--- config.mk ---
export PLATFORM = sky130hd
export DESIGN_NAME = srv_isqrt
export DESIGN_NICKNAME = d
export VERILOG_FILES = /design/src/sv/srv_pkg.sv /design/src/sv/srv_isqrt.sv
export SDC_FILE = /design/constraint.sdc
export NUM_CORES = 1
export LEC_CHECK = 0
export ABC_AREA = 1
export BUFFER_PORTS_ARGS = -buffer_cell sky130_fd_sc_hd__buf_2
export CAP_MARGIN = 0
export CORE_ASPECT_RATIO = 0.75
export CORE_MARGIN = 5
export CORE_UTILIZATION = 40
export CTS_CLUSTER_SIZE = 16
export DETAILED_ROUTE_END_ITERATION = 12
export GPL_ROUTABILITY_DRIVEN = 0
export MAX_ROUTING_LAYER = met4
export PLACE_DENSITY = 0.63
export SKIP_CTS_REPAIR_TIMING = 1
export SLEW_MARGIN = 0
export SYNTH_ARGS = -nofsm -noshare
export SYNTH_HDL_FRONTEND = slang
export SYNTH_SLANG_ARGS = --single-unit
--- constraint.sdc ---
create_clock -name clock -period 21 [get_ports clock]
set_input_delay 4.2 -clock clock [delete_from_list [all_inputs] [get_ports clock]]
set_output_delay 4.2 -clock clock [all_outputs]
set_load 0.005 [all_outputs]
--- src/sv/srv_pkg.sv ---
// ---------------------------------------------------------------------------
// Scan repulsion vector package
// Sizes, fixed-point constants and the arctangent table of the CORDIC units.
// ---------------------------------------------------------------------------
package srv_pkg;

   localparam int SCAN_SAMPLES       = 512;
   localparam int TRIG_FRACTION_BITS = 15;
   localparam int ROT_STEPS          = TRIG_FRACTION_BITS + 4;
   localparam int VEC_STEPS          = 30;

   localparam int POS_W  = $clog2(SCAN_SAMPLES);
   localparam int REM_W  = POS_W + 1;
   localparam int TRIG_W = TRIG_FRACTION_BITS + 5;
   localparam int ANG_W  = 34;
   localparam int VEC_W  = 50;
   localparam int SUM_W  = 48;
   localparam int STEP_W = 5;
   localparam int PROD_W = 32 + TRIG_W;
   localparam int RAD_W  = 62;
   localparam int ROOT_W = 31;

   localparam longint ANG_STEP = (64'sd1 <<< 31) / SCAN_SAMPLES;
   localparam longint ANG_REM  = (64'sd1 <<< 31) % SCAN_SAMPLES;
   localparam longint TRIG_X0  =
      ((64'sd652032874 <<< TRIG_FRACTION_BITS) + (64'sd1 <<< 29)) >>> 30;
   localparam longint SUM_LIMIT = (64'sd1 <<< 47) - 64'sd1;

   localparam logic [15:0] THRESHOLD_RESET = 16'd1000;
   localparam logic [29:0] MAG_MAX         = 30'h3FFF_FFFF;

   function automatic logic signed [ANG_W-1:0] atan_turn(input logic [STEP_W-1:0] k);
      logic signed [ANG_W-1:0] v;
      case (k)
         5'd0:  v = 34'sd536870912;
         5'd1:  v = 34'sd316933406;
         5'd2:  v = 34'sd167458907;
         5'd3:  v = 34'sd85004756;
         5'd4:  v = 34'sd42667331;
         5'd5:  v = 34'sd21354465;
         5'd6:  v = 34'sd10679838;
         5'd7:  v = 34'sd5340245;
         5'd8:  v = 34'sd2670163;
         5'd9:  v = 34'sd1335087;
         5'd10: v = 34'sd667544;
         5'd11: v = 34'sd333772;
         5'd12: v = 34'sd166886;
         5'd13: v = 34'sd83443;
         5'd14: v = 34'sd41722;
         5'd15: v = 34'sd20861;
         5'd16: v = 34'sd10430;
         5'd17: v = 34'sd5215;
         5'd18: v = 34'sd2608;
         5'd19: v = 34'sd1304;
         5'd20: v = 34'sd652;
         5'd21: v = 34'sd326;
         5'd22: v = 34'sd163;
         5'd23: v = 34'sd81;
         5'd24: v = 34'sd41;
         5'd25: v = 34'sd20;
         5'd26: v = 34'sd10;
         5'd27: v = 34'sd5;
         5'd28: v = 34'sd3;
         5'd29: v = 34'sd1;
         5'd30: v = 34'sd1;
         default: v = '0;
      endcase
      return v;
   endfunction

endpackage

--- src/sv/srv_isqrt.sv ---
// ---------------------------------------------------------------------------
// Integer square root
// Restoring square root that settles two radicand bits per cycle.
// ---------------------------------------------------------------------------
module srv_isqrt (
   input  logic                          clock,
   input  logic                          reset,
   input  logic                          start,
   input  logic [srv_pkg::RAD_W-1:0]     radicand,
   output logic                          busy,
   output logic [srv_pkg::ROOT_W-1:0]    root
);
   import srv_pkg::*;

   logic             busy_ff;
   logic [RAD_W-1:0] rem_ff;
   logic [RAD_W-1:0] res_ff;
   logic [RAD_W-1:0] bit_ff;
   logic [RAD_W-1:0] trial;

   assign trial = res_ff + bit_ff;

   always_ff @(posedge clock) begin
      if (reset) begin
         busy_ff <= 1'b0;
      end else if (start) begin
         busy_ff <= 1'b1;
         rem_ff  <= radicand;
         res_ff  <= '0;
         bit_ff  <= RAD_W'(1) << (RAD_W - 2);
      end else if (busy_ff) begin
         if (rem_ff >= trial) begin
            rem_ff <= rem_ff - trial;
            res_ff <= (res_ff >> 1) + bit_ff;
         end else begin
            res_ff <= res_ff >> 1;
         end
         bit_ff <= bit_ff >> 2;
         if (bit_ff[1:0] != 2'b00) begin
            busy_ff <= 1'b0;
         end
      end
   end

   assign busy = busy_ff;
   assign root = res_ff[ROOT_W-1:0];

endmodule

==> summary.md, run 1 <==
| Metric | Value |
|---|---|
| Initial antenna violation count | 0 |
| Crit path max-delay family | buffers and inverters |
| Final WL | 72.5 mm |
| Synth top area share | 26.0% |
| Crit-path cells | buf_4 -> nor2_1 -> nor2_4 -> o21ai_0 -> inv_2 -> buf_4 |
| Tightest Hold Check Type | reg2reg |
| Comb pwr share | 50.5% |
| CP max FO | 62 |
| Switching power | 0.754 mW |
| Worst reg2reg path startpoint | res_ff[12] |
| FF-to-FF End | rem_ff[46] |
| Commonest cells in the netlist | nand2_1 (1367), inv_1 (594), nor2_1 (338) |
| Reg2reg setup slack | 15150 ps |
| Total Power | 1.59 mW |
| Asr flop ratio synth | 0% |
| Final setup fails | 0 |
| Via density | 5.18 |
| Core ar. | 48800 sq um |
| Layout cells sized above 1 | 4.74% |
| Final ANT Viol Nets | 0 |
| R2R depth | 23 |
| Setup TNS | 0 ps |
| CTS H-tree lvls | 4 |
| CP endpoint kind | flip-flop |
| Pwr dens | 74.4 nW/um^2 |
| Top post-synthesis cells by area | nand2_1 (26%), edfxtp_1 (24%), inv_1 (11%), ha_1 (8.0%), nor2_1 (6.4%) |
| Post-synth top area cell | nand2_1 |
| Synthesis-to-finish area growth | 7.89% |
| Syn Std Cell Area | 19800 sq um |
| Min-Delay Startpoint | bit_ff[0] |
| Total GRT Usage | 26.8% |
| Die Y | 202 um |
| Worst-Margin Slew | 999 ps |
| Unrepaired setup endpoints after global routing | false |
| Static Leakage | 11.2 nW |
| DP HPWL | 59.0 mm |
| Worst Hold End | busy |
| Placed Instance Area | 20700 sq um |
| Net Sw Frac | 47.6% |
| Synth warn | 0 |
| Sequential share of power | 27.9% |
| Maximum clock rate | 162 MHz |
| Wire per inst | 17.6 um |
| Port-buffer cells | 96 |
| Row cnt | 70 |
| Net Count, Synth | 3607 |
| Seq/Total Area, Yosys | 23.7% |
| Max-slew violations | 0 |
| Worst EP arrival | 6240 ps |
| Pin count of the biggest net entering global routing | 75 |
| Hold WS | 538 ps |
| Die area | 54000 sq um |
| Worst-Skew Late Latency | 460 ps |
| Residual DRC | 0 |
| Data required, critical path | 21080 ps |
| Maximum root-to-sink buffer count | 2 |
| Syn_area_per_cell | 5.78 sq um |
| Pre-Repair DR Iteration Count | 6 |
| Top-count cell post-synth | nand2_1 |
| Distinct cells, synth | 42 |
| Top_reg_cell synth | edfxtp_1 |
| Worst rel slew slack | 33.4% |
| Num ports | 97 |
| CTS clk-pin slew, worst paths | 70 ps |
| Clock power share | 21.6% |
| Final Critical Period | 6160 ps |
| Buf/Inv on CP | 3 |
| CP Launch Type | input pin |
| Global-route wire length before repair | 109 mm |
| Vias | 21.4k |
| CTS Sinks | 156 |
| Post-Synthesis Cells | 3415 |
| Nets | 3660 |
| Die X | 267 um |
| TritonCTS buffer count | 17 |
| Setup Crit Path Kind | in2reg |
| CP max-delay cell | buf_4 |
| Synth Register Bits | 156 |
| Slowest stage delay, CP | 710 ps |
| Status | completed |
| Starting density of the core | 40.5% |
| Diodes inserted | 0 |
| Max VDD drop | 0.0000585 V |
| Remaining Overflow, GRT | 0 |
| Iter 0 DRT Violations | 2890 |
| Final period util | 29.3% |
| Post-synth EDFFs | 155 |
| Int Power | 0.831 mW |
| Root Driver | clkbuf_16 |
| Vias in the first global route | 18.7k |
| Fill cells | 5344 |
| CP dominant cell by count | buf_4 |
| Final Hold Fails | 0 |
| Setup Skew | 13.2 ps |
| Max-Cap Viols | 0 |
| TritonCTS clock tree | yes |
| Fin area | 21300 sq um |
| Hold-critical path depth | 1 |
==> cell type report <==
| class | count | area [sq um] | share of cell area [%] |
|---|---|---|---|
| clock buffers | 18 | 429 | 2.01 |
| clock inverters | 14 | 179 | 0.840 |
| inverters | 601 | 2260 | 10.6 |
| multi-input cells | 2588 | 12400 | 58.3 |
| flip-flops and latches | 156 | 4670 | 21.9 |
| well taps | 648 | 811 | 3.80 |
| repair buffers | 104 | 543 | 2.55 |
==> metal layers <==
layer / wire [um] / up-vias / track usage (%)
met3: 9750 / 42 / 8.24
met1: 34700 / 9495 / 41.0
met4: 742 / 0 / 3.49
met2: 27400 / 1051 / 34.9
li1: - / 10782 / -
met5: 0 / - / -
==> placed cells by master (no fill, tap or decap), types with 4 or more instances in the layout <==
cell       count
o21a_1         6
xnor2_1       55
o21ai_0      124
nand2_1     1367
inv_6          4
nor2_1       337
a21o_1         5
buf_4          9
nor3_1        44
o21bai_1      23
a21oi_1      141
nand3b_1      20
nor4_1         4
clkbuf_16     17
inv_2          7
buf_2         95
inv_1        593
xor2_1        42
and2_1         6
nor2_2         7
or2_2         10
edfxtp_1     155
nand4_1       35
ha_1         126
nand3_1      213
==> power by group through the flow <==
stage          sequential, mW  clock (mW)  combinational, mW
4_1_cts                 0.441       0.342              0.783
3_3_place_gp            0.448           0              0.775
6_report                0.442       0.342              0.801
3_5_place_dp            0.448           0              0.777
2_1_floorplan           0.424           0              0.577
5_1_grt                 0.445       0.354              0.893
==> metrics by stage <==
step                      instances  worst slack [ps]  util [%]
after detailed placement       4097             14350      42.4
after global routing           4129             14670      43.7
after global placement         4097             14360      42.4
final                          4129             14840      43.7
after floorplan                3415             10130         -
after CTS                      4129             14840      43.7
==> worst max-delay path by stage <==
| stage | from | end | slack (ps) | cells after the start |
|---|---|---|---|---|
| after global routing | start | rem_ff[46] | 14670 | 6 |
| after global placement | start | rem_ff[57] | 14360 | 6 |
| final | start | rem_ff[46] | 14840 | 6 |
| after floorplan | start | rem_ff[0] | 10130 | 5 |
| after detailed placement | start | rem_ff[55] | 14350 | 6 |
| after CTS | start | rem_ff[61] | 14840 | 6 |
==> cells by family (layout without fill, tap and decap cells) <==
group / after synthesis / after routing / synth area share, %
flops: 156 / 156 / 23.7
fa+ha+maj: 127 / 127 / 8.08
compound gates: 313 / 313 / 8.53
xor+xnor: 97 / 97 / 4.30
simple gates: 2051 / 2051 / 41.9
buf+inv: 671 / 737 / 13.5
==> sequential cells by signal (all words and copies together) (netlist names) <==
register	flops
rem_ff	62
busy	1
bit_ff	31
res_ff	62
(Power assumes the default switching activity.)
==> inputs of run 2 (changes only) <==
ABC_AREA = 0   (was 1)
PLACE_DENSITY = 0.64   (was 0.63)
clock period = 5.9 ns   (was 21 ns; I/O delays follow)
==> run 2 against run 1 <==
Against the previous run: sequential share of layout area increased by 5.8 points; global-route usage is 5.1 points lower; final area decreased by 21%; critical path type is now reg2reg; non-clock buffer count up 78; setup slack worse by 15000 ps; largest cell class unchanged; largest power group unchanged; clock power increased to 3.4 times the previous value; area after synthesis shrank 25%; cell count decreased by 43%; first-iteration DRC count shrank 52%; register-to-register slack worse by 15000 ps.
==> summary.md, run 2 <==
| Metric | Value |
|---|---|
| TritonCTS clock tree | yes |
| Seq/Total Area, Yosys | 31.6% |
| Final setup fails | 0 |
| Pin count of the biggest net entering global routing | 129 |
| Final period util | 98.1% |
| Pre-Repair DR Iteration Count | 5 |
| Remaining Overflow, GRT | 0 |
| CP max FO | 9 |
| Core ar. | 36800 sq um |
| Worst-Margin Slew | 998 ps |
| Distinct cells, synth | 73 |
| Residual DRC | 0 |
| Row cnt | 61 |
| Synthesis-to-finish area growth | 14.1% |
| Die area | 40900 sq um |
| Tightest Hold Check Type | reg2reg |
| Final ANT Viol Nets | 0 |
| Final Hold Fails | 0 |
| Maximum clock rate | 173 MHz |
| Commonest cells in the netlist | nand2_1 (198), nor2_1 (159), edfxtp_1 (155) |
| Final Critical Period | 5790 ps |
| Data required, critical path | 6100 ps |
| Max-Cap Viols | 0 |
| Syn_area_per_cell | 8.53 sq um |
| CP endpoint kind | flip-flop |
| Port-buffer cells | 96 |
| Vias | 13.7k |
| DP HPWL | 34.4 mm |
| Worst-Skew Late Latency | 460 ps |
| Max VDD drop | 0.000186 V |
| Max-slew violations | 0 |
| Setup Crit Path Kind | reg2reg |
| CTS Sinks | 156 |
| Top post-synthesis cells by area | edfxtp_1 (31%), ha_1 (11%), xor2_1 (5.6%), nand2_1 (5.0%), o21ai_0 (4.8%) |
| Iter 0 DRT Violations | 1394 |
| Global-route wire length before repair | 68.8 mm |
| Synth Register Bits | 156 |
| Maximum root-to-sink buffer count | 2 |
| Top_reg_cell synth | edfxtp_1 |
| Layout cells sized above 1 | 15.3% |
| Top-count cell post-synth | nand2_1 |
| Asr flop ratio synth | 0% |
| Net Count, Synth | 1925 |
| Root Driver | clkbuf_16 |
| Die X | 232 um |
| Status | completed |
| Wire per inst | 19.2 um |
| Initial antenna violation count | 0 |
| Static Leakage | 6.45 nW |
| Die Y | 176 um |
| Synth top area share | 31.5% |
| Via density | 5.84 |
| Final core occ | 45.8% |
| CP Launch Type | flip-flop |
| Vias in the first global route | 12.4k |
| Worst EP arrival | 5990 ps |
| Starting density of the core | 40.2% |
| CTS H-tree lvls | 4 |
| Hold WS | 619 ps |
| Num ports | 97 |
| Synth warn | 0 |
| Setup Skew | 22.5 ps |
| Most common cell after layout, fill and taps aside | nand2_1 |
| Most frequent cells in the layout | nand2_1 (196), nor2_1 (156), edfxtp_1 (155) |
| TritonCTS buffer count | 17 |
| Total GRT Usage | 21.6% |
| Post-Synthesis Cells | 1733 |
| Largest regs | rem_ff (62), res_ff (62), bit_ff (31) |
| Syn Std Cell Area | 14800 sq um |
| Final WL | 45.0 mm |
| Post-synth EDFFs | 155 |
| Pwr dens | 326 nW/um^2 |
| CTS clk-pin slew, worst paths | 80 ps |
| Post-synth top area cell | edfxtp_1 |
| Worst rel slew slack | 33.5% |
| Nets | 2018 |
| Diodes inserted | 0 |
[run 2: routing by layer]
metal / vias to the layer above / GRT usage [%] / wire (um)
met3: 55 / 2.65 / 3210
met4: 0 / 5.09 / 799
met5: - / - / 0
li1: 6607 / - / -
met2: 572 / 30.7 / 19000
met1: 6449 / 32.8 / 22000
[run 2: worst paths after layout]
path / slack [ps] / end / startpoint / cells after the start
max: 110 / res_ff[57] / res_ff[12] / 22
min: 620 / bit_ff[40] / bit_ff[42] / 1
min reg2reg: 620 / bit_ff[40] / bit_ff[42] / 1
max reg2reg: 110 / res_ff[57] / res_ff[12] / 22
[run 2: critical path: stages (launching register included)]
cell	delay, ps
edfxtp_1	520
ha_4	290
or2_2	290
a31oi_1	190
nor3_2	70
a31o_2	270
or2_2	290
a31o_2	260
nand2_1	90
nor2_1	70
o21ai_1	140
xor2_1	110
ha_1	300
nand4_1	180
or3_4	430
or3_4	400
nor4_4	200
o211ai_1	210
a22oi_2	330
buf_12	180
buf_6	180
a21boi_1	190
mux2_1	330
[run 2: through the flow]
step | worst slack [ps] | TNS [ps] | cell area (sq um) | power, mW | std cells
after floorplan | 0.951 | 0 | 14900 | 3.48 | 1733
after global placement | 18.2 | 0 | 16000 | 4.12 | 2295
after global routing | -79.6 | -389 | 16900 | 5.83 | 2343
final | 112 | 0 | 16900 | 5.49 | 2343
after CTS | -96.6 | -426 | 16600 | 5.33 | 2327
after detailed placement | 17.3 | 0 | 16000 | 4.15 | 2295
[run 2: kinds of logic after synthesis]
| kind of cell | after synthesis | share of synthesized area (%) |
|---|---|---|
| DFF | 156 | 31.6 |
| adders and majority gates | 127 | 10.8 |
| AOI/OAI and AO/OA | 544 | 23.5 |
| buffers and inverters | 137 | 4.62 |
| muxes | 14 | 0.982 |
| and+or+nand+nor | 596 | 19.1 |
| xor gates and xnor gates | 159 | 9.42 |
[run 2: final cells by class]
cell class                      count  area [sq um]
Inverter                           29           110
Multi-Input combinational cell   1440          9640
Clock inverter                     14           171
Sequential cell                   156          4670
Tap cell                          504           631
Clock buffer                       18           429
Timing Repair Buffer              182          1210
Fill cell                        3597         19900
[run 2: report_power, final]
part / internal, mW / switching [mW]
logic: 1.14 / 1.64
clock network: 0.642 / 0.530
registers: 1.42 / 0.121
total: 3.20 / 2.29
